### src/rtl/scs_pkg.sv
// Shared constants and helpers for the source comment stripper.
package scs_pkg;

  // Default depth of the held-whitespace memory.
  localparam int SPACE_DEPTH_DEFAULT = 32;

  // Character codes the scanner looks for.
  localparam logic [7:0] CHAR_LF    = 8'd10;
  localparam logic [7:0] CHAR_TAB   = 8'd9;
  localparam logic [7:0] CHAR_CR    = 8'd13;
  localparam logic [7:0] CHAR_SPACE = 8'd32;
  localparam logic [7:0] CHAR_HASH  = 8'd35;
  localparam logic [7:0] CHAR_STAR  = 8'd42;
  localparam logic [7:0] CHAR_SLASH = 8'd47;

  // Comment style register codes.
  localparam logic [1:0] STYLE_C    = 2'd0;
  localparam logic [1:0] STYLE_CSS  = 2'd1;
  localparam logic [1:0] STYLE_HASH = 2'd2;
  localparam logic [1:0] STYLE_NONE = 2'd3;

  // Scan mode codes.
  localparam logic [1:0] MODE_TEXT  = 2'd0;
  localparam logic [1:0] MODE_LINE  = 2'd1;
  localparam logic [1:0] MODE_BLOCK = 2'd2;

  // Whitespace that is held back rather than emitted at once.
  function automatic logic is_space(logic [7:0] b);
    return (b == CHAR_SPACE) || (b == CHAR_TAB) || (b == CHAR_CR);
  endfunction

endpackage

### src/rtl/scs_space_ram.sv
// Held-whitespace memory: one write port, one registered read port.
module scs_space_ram
  import scs_pkg::*;
#(
  parameter int DEPTH = SPACE_DEPTH_DEFAULT,
  localparam int AW = (DEPTH > 1) ? $clog2(DEPTH) : 1
) (
  input  logic          clk,
  input  logic          we,
  input  logic [AW-1:0] waddr,
  input  logic [7:0]    wdata,
  input  logic          re,
  input  logic [AW-1:0] raddr,
  output logic [7:0]    rdata
);

  logic [7:0] mem [DEPTH];

  // Write port.
  always_ff @(posedge clk) begin
    if (we) begin
      mem[waddr] <= wdata;
    end
  end

  // Read port, registered and updated only when re is high.
  always_ff @(posedge clk) begin
    if (re) begin
      rdata <= mem[raddr];
    end
  end

endmodule

### src/rtl/source_comment_stripper.sv
// Top level of the streaming source comment stripper.
// Text enters one byte per word and leaves with comments removed according to
// comment_style (0 line and block comments, 1 block only, 2 hash to line end,
// 3 none). Trailing whitespace is trimmed, empty lines are dropped and every
// kept line ends in LF. Held whitespace lives in a SPACE_DEPTH-entry memory
// tracked by a fill count, so no clearing pass runs after reset. Each released
// held whitespace byte takes a memory read state and then an output load
// state, and the input is accepted only when the previous word's output is
// fully loaded into the output register. Output stalls hold the sequencer.
module source_comment_stripper
  import scs_pkg::*;
#(
  parameter int SPACE_DEPTH = SPACE_DEPTH_DEFAULT
) (
  input  logic       clk,
  input  logic       rst,
  // Configuration: comment_style.
  input  logic       cfg_valid,
  output logic       cfg_ready,
  input  logic [1:0] cfg_data,
  // Input stream. tdata: text_byte[7:0]. tlast: end_of_text.
  input  logic       s_axis_tvalid,
  output logic       s_axis_tready,
  input  logic [7:0] s_axis_tdata,
  input  logic       s_axis_tlast,
  // Output stream. tdata: out_byte[7:0]. tlast: last_of_run.
  output logic       m_axis_tvalid,
  input  logic       m_axis_tready,
  output logic [7:0] m_axis_tdata,
  output logic       m_axis_tlast,
  // tuser: is_byte[0], document_end[1], space_overflow[2].
  output logic [2:0] m_axis_tuser
);

  localparam int AW = (SPACE_DEPTH > 1) ? $clog2(SPACE_DEPTH) : 1;
  localparam int CW = $clog2(SPACE_DEPTH + 1);
  localparam logic [CW-1:0] CNT_FULL = CW'(SPACE_DEPTH);

  // Working copy of the scanner state plus what one word produces.
  typedef struct packed {
    logic [1:0]      mode;
    logic            sl;
    logic            st;
    logic            lc;
    logic [CW-1:0]   cnt;
    logic            lost;
    logic            flush;
    logic [CW-1:0]   fcnt;
    logic            flost;
    logic [1:0]      n;
    logic [2:0][7:0] tb;
    logic            push;
    logic [7:0]      pbyte;
    logic [AW-1:0]   paddr;
  } step_t;

  typedef enum logic [1:0] {S_IDLE, S_RD, S_LD, S_TAIL} seq_state_t;

  // Content byte: release held whitespace first, then the byte itself.
  function automatic step_t f_emit(step_t s, logic [7:0] x);
    step_t r;
    r = s;
    if (r.cnt != '0) begin
      r.flush = 1'b1;
      r.fcnt  = r.cnt;
      r.flost = r.lost;
    end
    r.cnt   = '0;
    r.lost  = 1'b0;
    r.tb[r.n] = x;
    r.n     = r.n + 2'd1;
    r.lc    = 1'b1;
    return r;
  endfunction

  // Whitespace goes to the memory, anything else is content.
  function automatic step_t f_keep(step_t s, logic [7:0] x);
    step_t r;
    r = s;
    if (is_space(x)) begin
      if (r.cnt < CNT_FULL) begin
        r.push  = 1'b1;
        r.pbyte = x;
        r.paddr = r.cnt[AW-1:0];
        r.cnt   = r.cnt + CW'(1);
      end else begin
        r.lost = 1'b1;
      end
    end else begin
      r = f_emit(r, x);
    end
    return r;
  endfunction

  // Byte in ordinary text.
  function automatic step_t f_plain(step_t s, logic [7:0] x, logic [1:0] style);
    step_t r;
    r = s;
    if (style == STYLE_HASH && x == CHAR_HASH) begin
      r.mode = MODE_LINE;
    end else if (style <= STYLE_CSS && x == CHAR_SLASH) begin
      r.sl = 1'b1;
    end else begin
      r = f_keep(r, x);
    end
    return r;
  endfunction

  // Line end: a held slash is content, a line with content gets its LF.
  function automatic step_t f_endline(step_t s);
    step_t r;
    r = s;
    if (r.sl) begin
      r.sl = 1'b0;
      r = f_emit(r, CHAR_SLASH);
    end
    if (r.lc) begin
      r.tb[r.n] = CHAR_LF;
      r.n = r.n + 2'd1;
    end
    r.lc   = 1'b0;
    r.cnt  = '0;
    r.lost = 1'b0;
    r.st   = 1'b0;
    if (r.mode == MODE_LINE) begin
      r.mode = MODE_TEXT;
    end
    return r;
  endfunction

  // Configuration and scanner state.
  logic [1:0]    comment_style;
  logic [1:0]    scan_mode;
  logic          slash_held;
  logic          star_seen;
  logic          line_content;
  logic [CW-1:0] ws_count;
  logic          ws_lost;

  // Sequencer and output register.
  seq_state_t      state;
  logic [CW-1:0]   fl_cnt;
  logic [CW-1:0]   fl_idx;
  logic            fl_lost;
  logic [2:0][7:0] tail_byte;
  logic [1:0]      tail_n;
  logic [1:0]      tail_idx;
  logic            tail_bare;
  logic            tail_eot;
  logic            pend;
  logic [7:0]      pend_byte;
  logic [AW-1:0]   pend_addr;
  logic            o_valid;
  logic [7:0]      o_byte;
  logic            o_last;
  logic [2:0]      o_user;

  logic          in_hs;
  logic          out_free;
  logic          o_load;
  logic          tail_last;
  step_t         s;
  logic          ram_we;
  logic [AW-1:0] ram_waddr;
  logic [7:0]    ram_wdata;
  logic          ram_re;
  logic [7:0]    ram_rdata;

  assign cfg_ready     = 1'b1;
  assign s_axis_tready = (state == S_IDLE);
  assign in_hs         = s_axis_tvalid && s_axis_tready;
  assign out_free      = !o_valid || m_axis_tready;
  assign o_load        = ((state == S_LD) || (state == S_TAIL)) && out_free;
  assign tail_last     = (tail_idx == tail_n - 2'd1);

  assign m_axis_tvalid = o_valid;
  assign m_axis_tdata  = o_byte;
  assign m_axis_tlast  = o_last;
  assign m_axis_tuser  = o_user;

  // Scan one input word against the current state.
  always_comb begin
    s = '0;
    s.mode = scan_mode;
    s.sl   = slash_held;
    s.st   = star_seen;
    s.lc   = line_content;
    s.cnt  = ws_count;
    s.lost = ws_lost;
    if (s_axis_tdata == CHAR_LF) begin
      s = f_endline(s);
    end else if (s.sl) begin
      s.sl = 1'b0;
      if (s_axis_tdata == CHAR_SLASH && comment_style == STYLE_C) begin
        s.mode = MODE_LINE;
      end else if (s_axis_tdata == CHAR_STAR && comment_style <= STYLE_CSS) begin
        s.mode = MODE_BLOCK;
        s.st   = 1'b0;
      end else begin
        s = f_emit(s, CHAR_SLASH);
        s = f_plain(s, s_axis_tdata, comment_style);
      end
    end else if (s.mode == MODE_LINE) begin
      s.mode = MODE_LINE;
    end else if (s.mode == MODE_BLOCK) begin
      if (s.st && s_axis_tdata == CHAR_SLASH) begin
        s.mode = MODE_TEXT;
        s.st   = 1'b0;
      end else begin
        s.st = (s_axis_tdata == CHAR_STAR);
      end
    end else begin
      s = f_plain(s, s_axis_tdata, comment_style);
    end
    if (s_axis_tlast) begin
      if (s_axis_tdata != CHAR_LF) begin
        s = f_endline(s);
      end
      s.mode = MODE_TEXT;
      s.sl   = 1'b0;
      s.st   = 1'b0;
      s.lc   = 1'b0;
      s.cnt  = '0;
      s.lost = 1'b0;
    end
  end

  // Memory port selection: a push waits until a release in the same word is read out.
  always_comb begin
    ram_we    = 1'b0;
    ram_waddr = s.paddr;
    ram_wdata = s.pbyte;
    if (in_hs && s.push && !s.flush) begin
      ram_we = 1'b1;
    end else if (state == S_TAIL && out_free && tail_last && pend) begin
      ram_we    = 1'b1;
      ram_waddr = pend_addr;
      ram_wdata = pend_byte;
    end
    ram_re = (state == S_RD);
  end

  scs_space_ram #(
    .DEPTH(SPACE_DEPTH)
  ) u_space_ram (
    .clk  (clk),
    .we   (ram_we),
    .waddr(ram_waddr),
    .wdata(ram_wdata),
    .re   (ram_re),
    .raddr(fl_idx[AW-1:0]),
    .rdata(ram_rdata)
  );

  // Scanner state, sequencer and output register.
  always_ff @(posedge clk) begin
    if (rst) begin
      comment_style <= STYLE_C;
      scan_mode     <= MODE_TEXT;
      slash_held    <= 1'b0;
      star_seen     <= 1'b0;
      line_content  <= 1'b0;
      ws_count      <= '0;
      ws_lost       <= 1'b0;
      state         <= S_IDLE;
      pend          <= 1'b0;
      o_valid       <= 1'b0;
    end else begin
      if (cfg_valid && cfg_ready) begin
        comment_style <= cfg_data;
      end
      // The output register takes a new word or empties once its word is taken.
      if (o_load) begin
        o_valid <= 1'b1;
      end else if (o_valid && m_axis_tready) begin
        o_valid <= 1'b0;
      end
      case (state)
        S_IDLE: begin
          if (in_hs) begin
            scan_mode    <= s.mode;
            slash_held   <= s.sl;
            star_seen    <= s.st;
            line_content <= s.lc;
            ws_count     <= s.cnt;
            ws_lost      <= s.lost;
            fl_cnt       <= s.fcnt;
            fl_idx       <= '0;
            fl_lost      <= s.flost;
            tail_byte    <= s.tb;
            tail_idx     <= 2'd0;
            tail_eot     <= s_axis_tlast;
            tail_bare    <= (s.n == 2'd0);
            tail_n       <= (s.n == 2'd0) ? 2'd1 : s.n;
            pend         <= s.push && s.flush;
            pend_byte    <= s.pbyte;
            pend_addr    <= s.paddr;
            if (s.flush) begin
              state <= S_RD;
            end else if (s.n != 2'd0 || s_axis_tlast) begin
              state <= S_TAIL;
            end
          end
        end
        S_RD: begin
          state <= S_LD;
        end
        S_LD: begin
          if (out_free) begin
            o_byte  <= ram_rdata;
            o_last  <= 1'b0;
            o_user  <= {fl_lost, 1'b0, 1'b1};
            fl_idx  <= fl_idx + CW'(1);
            state   <= (fl_idx + CW'(1) == fl_cnt) ? S_TAIL : S_RD;
          end
        end
        S_TAIL: begin
          if (out_free) begin
            o_byte   <= tail_bare ? 8'd0 : tail_byte[tail_idx];
            o_last   <= tail_last;
            o_user   <= {1'b0, tail_last && tail_eot, !tail_bare};
            tail_idx <= tail_idx + 2'd1;
            if (tail_last) begin
              pend  <= 1'b0;
              state <= S_IDLE;
            end
          end
        end
        default: begin
          state <= S_IDLE;
        end
      endcase
    end
  end

`ifndef ASSERT_OFF
  // The end of a document returns the scanner to its reset state.
  a_doc_end_clears: assert property (@(posedge clk) disable iff (rst)
    in_hs && s_axis_tlast |=> scan_mode == MODE_TEXT && !slash_held && !line_content
      && ws_count == '0 && !ws_lost)
    else $error("scanner state not cleared after end of document");

  // A release never reads past the held whitespace.
  a_flush_in_range: assert property (@(posedge clk) disable iff (rst)
    state == S_RD |-> fl_idx < fl_cnt && fl_cnt <= CNT_FULL)
    else $error("whitespace release reads beyond fill count");

  // Released whitespace is always followed by the content that released it.
  a_ovf_not_last: assert property (@(posedge clk) disable iff (rst)
    m_axis_tvalid && m_axis_tuser[2] |-> !m_axis_tlast && m_axis_tuser[0])
    else $error("overflow-marked whitespace ends a run");

  // The fill count never exceeds the memory depth.
  a_count_bound: assert property (@(posedge clk) disable iff (rst)
    in_hs |=> ws_count <= CNT_FULL)
    else $error("whitespace fill count overflow");
`endif

endmodule
### config.mk
export PLATFORM = sky130hd
export DESIGN_NAME = source_comment_stripper
export DESIGN_NICKNAME = d
export VERILOG_FILES = /design/src/rtl/scs_pkg.sv /design/src/rtl/scs_space_ram.sv /design/src/rtl/source_comment_stripper.sv
export SDC_FILE = /design/constraint.sdc
export NUM_CORES = 1
export LEC_CHECK = 0
export BUFFER_PORTS_ARGS = -buffer_cell sky130_fd_sc_hd__clkbuf_2
export CORE_MARGIN = 1
export CORE_UTILIZATION = 30
export DETAILED_ROUTE_END_ITERATION = 10
export PLACE_DENSITY = 0.53
export SETUP_SLACK_MARGIN = 0.2
export SLEW_MARGIN = 20
export SYNTH_ARGS = -nofsm -noshare
export SYNTH_HDL_FRONTEND = slang
export SYNTH_HIERARCHICAL = 1
export SYNTH_SLANG_ARGS = --single-unit
### constraint.sdc
create_clock -name clk -period 7.4 [get_ports clk]
set_input_delay 1.48 -clock clk [delete_from_list [all_inputs] [get_ports clk]]
set_output_delay 1.48 -clock clk [all_outputs]
set_load 0.05 [all_outputs]
==> flow_summary.ini, run 1 <==
[logic_synthesis]
async_flop_share_pct = 0
synth_area_sq_mm = 0.0149
ys_types = 78
synth_area_per_cell_sq_um = 16.8
synth-seq-area-share_pct = 68.0
ys.warnings.count = 6
synth-main-ff-cell = edfxtp_1
synthCells = 890
synth_edf_count = 326
synth_seq_cells = 344

[route]
via_per_inst = 5.04
totalWireLength_mm = 35.1
num_vias = 8152
dr.pass1.iters = 5
wire_per_inst_um = 21.7
postRouteAntennaNets = 0
drc = 0
drt_iter0_drc = 808

[setup_path]
worst_setup_path_start_kind = input pin
crit_type = in2reg
regToRegSetupSlack_ns = 2.60
endpoint_kind = register
crit_top_cell = nor2_1
reg2reg_from = scan_mode[0]
cp_cell_sequence = clkbuf_2 -> and3b_1 -> o21ai_1 -> nand3_2 -> a21oi_1 -> nor2_1 -> nor2_1 -> mux2_2 -> nand3b_1 -> nor2_1
critical_path.slowest_cell = nor2_1
setup.worst_path.end = u_space_ram/mem[14][4]
path_buf_inv = 1
slowest_delay_ns = 0.80
path_max_fanout = 14
reg2regPathDepth = 9
cp.arrival_ns = 6.00
critical-path-top-delay-family = simple AND/OR/NAND/NOR gates
critical_path_depth = 10
timing.rr.end = u_space_ram/mem[14][4]
startpoint = s_axis_tdata[0]
crit_required_ns = 7.56

[power_and_ir_drop]
power_density_mw_per_mm2 = 291
p_int_mw = 3.69
irDropWorstVdd_v = 0.000156
sw_frac_of_total_pct = 25.5
finalPower_mw = 4.96
power_frac_clock_pct = 39.0
combinationalPowerShare_pct = 15.1
seqPwrFrac_pct = 45.9
p_leak_nw = 5.59
switchingPower_mw = 1.26

[global_routing]
globalRouteOverflowTotal = 0
grt_util_all_layers_pct = 14.1
grt_max_degree = 69
grt_pass1_wl_mm = 52.9
grt_pass1_vias = 8187
antenna_found_initial = 0

[clock_network]
numCtsBuffers = 38
clk_latency_ns = 0.55
post_cts_buffers = 0
ctsHoldBuffers = 0
tritoncts = yes
htreeDepth = 2
clock-sinks = 344
cts_buffer_depth = 3
post_cts_resized = 0
path_clk_slew_ns = 0.05
cts_root_buf = clkbuf_16

[timing]
setup_viol = 0
grt_setup_unrepaired = false
tightest_slew_ns = 1.02
hold_viol_final = 0
fin_crit_sh_pct = 78.9
relSlewSlack_pct = 32.0
setup_tns_ns = 0
finClkSkew_ns = 0.0238
slew_viol_final = 0
min_period_ns = 5.84
clock.fmax_ghz = 0.171

[layout]
regArea_sq_mm = 0.0101
drive_above_1_share_pct = 22.5
utilization_pct = 34.8
nets = 960
multi_input_area_sq_mm = 0.00448
area_growth_pct = 14.3
diodes = 0
fillCellCount = 4682

[placed_design]
hpwl_mm = 23.1
place_congestion = 0.891
portBuffers = 29

[floorplanning]
placementRows = 81
die_y_um = 225
initial_core_util_pct = 30.4
die_x_um = 225
die_area_sq_mm = 0.0506
io-pin-count = 31
core_sq_mm = 0.0491

[job]
cap_violations = 0

[worst_hold_path]
hp-class = reg2reg

[status]
status = complete, no violations
==> logic make-up after synthesis <==
logic type,after synthesis,share of synthesized area [%]
compound gates,106,5.06
flops,344,68.0
mux,105,13.9
simple gates,235,8.90
buf+inv,70,2.11
other cells,2,0.0503
xor+xnor,14,0.822
fa+ha+maj,14,1.17
==> cells in the mapped netlist (13+ instances only) <==
cell type | instances | area (sq um)
a21oi_1 | 19 | 95.1
and2_1 | 16 | 100
clkbuf_1 | 22 | 82.6
dfxtp_1 | 18 | 360
edfxtp_1 | 326 | 9790
ha_1 | 14 | 175
inv_1 | 23 | 86.3
mux2_2 | 15 | 169
mux4_2 | 80 | 1800
nand2_1 | 34 | 128
nand3_1 | 18 | 90.1
nor2_1 | 71 | 267
nor3_1 | 13 | 65.1
o21ai_0 | 15 | 75.1
==> power by group through the flow <==
stage | Clock [mW] | Combinational (mW) | Sequential, mW
5_1_grt | 2.06 | 0.802 | 2.29
6_report | 1.93 | 0.748 | 2.28
3_5_place_dp | 0 | 0.755 | 2.32
4_1_cts | 1.98 | 0.759 | 2.28
3_3_place_gp | 0 | 0.756 | 2.32
2_1_floorplan | 0 | 0.530 | 2.33
==> flip-flops by register name, indices dropped and copies added, names as in the netlist, 3 cells and up <==
name	flops
pend_addr	5
u_space_ram/mem	256
fl_cnt	6
tail_byte	18
m_axis_tdata	8
m_axis_tuser	3
u_space_ram/rdata	8
ws_count	6
fl_idx	6
pend_byte	8
==> tightest hold or removal path, stage by stage, from the launching register on <==
cell and delay [ns]:
dfxtp_1 0.31, o21ai_0 0.07, a21oi_1 0.06
==> per-layer routing <==
metal  GRT usage, %  vias to the layer above  share of wire, %
met2           23.5                      244                49
met4           3.86                        0               2.1
li1               -                     3646                 -
met1           18.6                     4209                43
met3           2.97                       53               5.6
met5              0                        -                 0
==> cell type report <==
| type | instances | area share [%] |
|---|---|---|
| Clock inverter | 18 | 1.53 |
| Multi-Input combinational cell | 479 | 26.2 |
| Inverter | 25 | 0.550 |
| Timing Repair Buffer | 42 | 1.42 |
| Clock buffer | 46 | 5.88 |
| Sequential cell | 344 | 59.5 |
| Tap cell | 664 | 4.87 |
==> placed cells by master (no fill, tap or decap), types with 10 or more instances in the layout <==
master	instances
dfxtp_1	18
inv_1	23
a21oi_1	19
mux2i_1	10
clkbuf_2	29
o21ai_0	15
mux4_2	80
xor2_1	11
and2_1	16
mux2_2	15
ha_1	14
nor2_1	70
and3_1	12
buf_4	13
nand3_1	18
nand2_1	34
clkbuf_16	39
nor3_1	13
edfxtp_1	326
==> metrics by stage <==
step	hold slack (ns)	instance area (sq um)	setup slack (ns)	std cells
floorplan	0.454	14900	2.36	893
global placement	0.475	15800	1.25	1554
detailed placement	0.485	15800	1.01	1554
CTS	0.491	17100	1.58	1618
global route	0.528	17100	1.10	1618
finish	0.483	17100	1.56	1618
==> worst min path at each step <==
stage                   start        end  slack (ns)  cells past startpoint
floorplan           star_seen  star_seen        0.45                      2
global placement    star_seen  star_seen        0.48                      2
detailed placement  star_seen  star_seen        0.49                      2
CTS                 star_seen  star_seen        0.49                      2
global route        star_seen  star_seen        0.53                      2
finish              star_seen  star_seen        0.48                      2
Power figures use the tool's default switching activity.
==> run 2, diff against run 1 <==
- clock period: 7.4 -> 5.7 ns (I/O delays scaled with it)
==> run 2 against run 1 <==
Sequential share of layout area down 1.1 points. Total power up 28%. Via count up 1.1%. Combinational power up 30%. Flip-flop and latch count unchanged. Utilization up 0.64 points. Wire length down 2.1%. Global-route usage down 0.26 points. Worst setup slack worse by 0.71 ns. Design area up 1.8%. Register-to-register slack worse by 1.2 ns.
==> flow_summary.ini, run 2 (synthesized netlist as in run 1, its figures left out) <==
[status]
status = complete, no violations

[floorplanning]
placementRows = 81
io-pin-count = 31
die_x_um = 225
core_sq_mm = 0.0491
die_area_sq_mm = 0.0506
initial_core_util_pct = 30.4
die_y_um = 225

[setup_path]
crit_required_ns = 5.85
critical_path.slowest_cell = o21ai_1
cp_cell_sequence = clkbuf_2 -> and3b_1 -> o21ai_1 -> o2111ai_1 -> a31o_2 -> or4_1 -> a211oi_2 -> nor2_1 -> o21ai_1 -> or3b_2 -> nor2_1
critical-path-top-delay-family = simple AND/OR/NAND/NOR gates
path_buf_inv = 1
cp.arrival_ns = 5.00
endpoint_kind = register
worst_setup_path_start_kind = input pin
regToRegSetupSlack_ns = 1.45
crit_type = in2reg
path_max_fanout = 12
slowest_delay_ns = 0.66

[global_routing]
grt_pass1_vias = 8332
grt_util_all_layers_pct = 13.8
globalRouteOverflowTotal = 0
antenna_found_initial = 1
grt_max_degree = 69
grt_pass1_wl_mm = 52.6

[layout]
diodes = 0
top_register = u_space_ram/mem
final_common_cell = edfxtp_1
area_growth_pct = 16.4
fin_area_sq_mm = 0.0174
final_cell_mix = edfxtp_1 (326), mux4_2 (80), nor2_1 (70), buf_4 (49), clkbuf_16 (37)
nets = 998
drive_above_1_share_pct = 26.2
largest_reg_flops = 256
utilization_pct = 35.4
top_regs = u_space_ram/mem (256), tail_byte (18)

[clock_network]
path_clk_slew_ns = 0.06
ctsHoldBuffers = 0
tritoncts = yes
cts_root_buf = clkbuf_16
post_cts_resized = 0
numCtsBuffers = 37
clock-sinks = 344
post_cts_buffers = 0
cts_buffer_depth = 3
clk_latency_ns = 0.54
htreeDepth = 2

[placed_design]
place_area_sq_mm = 0.0161
place_congestion = 0.868
hpwl_mm = 22.1
portBuffers = 29

[route]
num_vias = 8242
postRouteAntennaNets = 0
totalWireLength_mm = 34.4
wire_per_inst_um = 20.7
via_per_inst = 4.97
dr.pass1.iters = 5
drc = 0
drt_iter0_drc = 600

[timing]
finClkSkew_ns = 0.0275
grt_setup_unrepaired = false
tightest_slew_ns = 1.01
setup_tns_ns = 0
hold_viol_final = 0
setup_viol = 0
clock.fmax_ghz = 0.206
relSlewSlack_pct = 32.9
min_period_ns = 4.85
fin_crit_sh_pct = 85.0
slew_viol_final = 0

[power_and_ir_drop]
irDropWorstVdd_v = 0.000185
power_density_mw_per_mm2 = 366
p_leak_nw = 5.79

[worst_hold_path]
hp-class = reg2reg

[job]
cap_violations = 0
==> run 2: changes by cell type in the layout (fill, tap and decap cells not counted), moves of 2 or more <==
cell / before / now
buf_4: 13 / 49
clkinv_4: 0 / 2
inv_6: 1 / 3
clkinv_2: 5 / 7
clkbuf_16: 39 / 37
clkbuf_1: 7 / 4
clkinvlp_4: 0 / 4
==> run 2: path summary, 6_finish.rpt <==
check | from | end | cells after the start
worst min-delay path | star_seen | star_seen | 2
worst max-delay path | s_axis_tdata[0] | u_space_ram/mem[8][3] | 11
worst min register to register | star_seen | star_seen | 2
worst max register to register | slash_held | u_space_ram/mem[8][3] | 10
==> run 2: layout make-up <==
type                            count  area [sq um]
Multi-Input combinational cell    479          4480
Clock buffer                       41           941
Sequential cell                   344         10100
Clock inverter                     26           303
Timing Repair Buffer               81           576
Inverter                           25          93.8
Fill cell                        4694         31700
Tap cell                          664           831
==> run 2: per-stage QoR <==
stage	std cells	setup WS [ns]	power (mW)	hold slack, ns
CTS	1659	0.894	6.45	0.490
detailed placement	1592	0.342	4.01	0.482
finish	1660	0.853	6.37	0.495
global placement	1591	0.510	4.00	0.468
floorplan	893	1.00	3.72	0.454
global route	1660	0.565	6.61	0.513
==> run 2: layer usage <==
layer  GRT usage, %  part of all wire, %  wire length (um)  vias up
met5              0                    0                 0        -
met4           4.13                  2.2               770        0
met3           1.97                  4.2              1450       55
met2           23.5                   49             16900      216
met1           18.4                   44             15200     4256
li1               -                    -                 -     3715
==> run 2: tightest hold or removal path, cell delays in order, from the launching register on <==
cell and delay [ns]:
dfxtp_1 0.31, o21ai_0 0.07, a21oi_1 0.06
==> run 2: power breakdown <==
part / total [mW] / switching [mW] / internal, mW
clock network: 2.43 / 0.991 / 1.44
registers: 2.97 / 0.0881 / 2.88
logic: 0.973 / 0.566 / 0.407
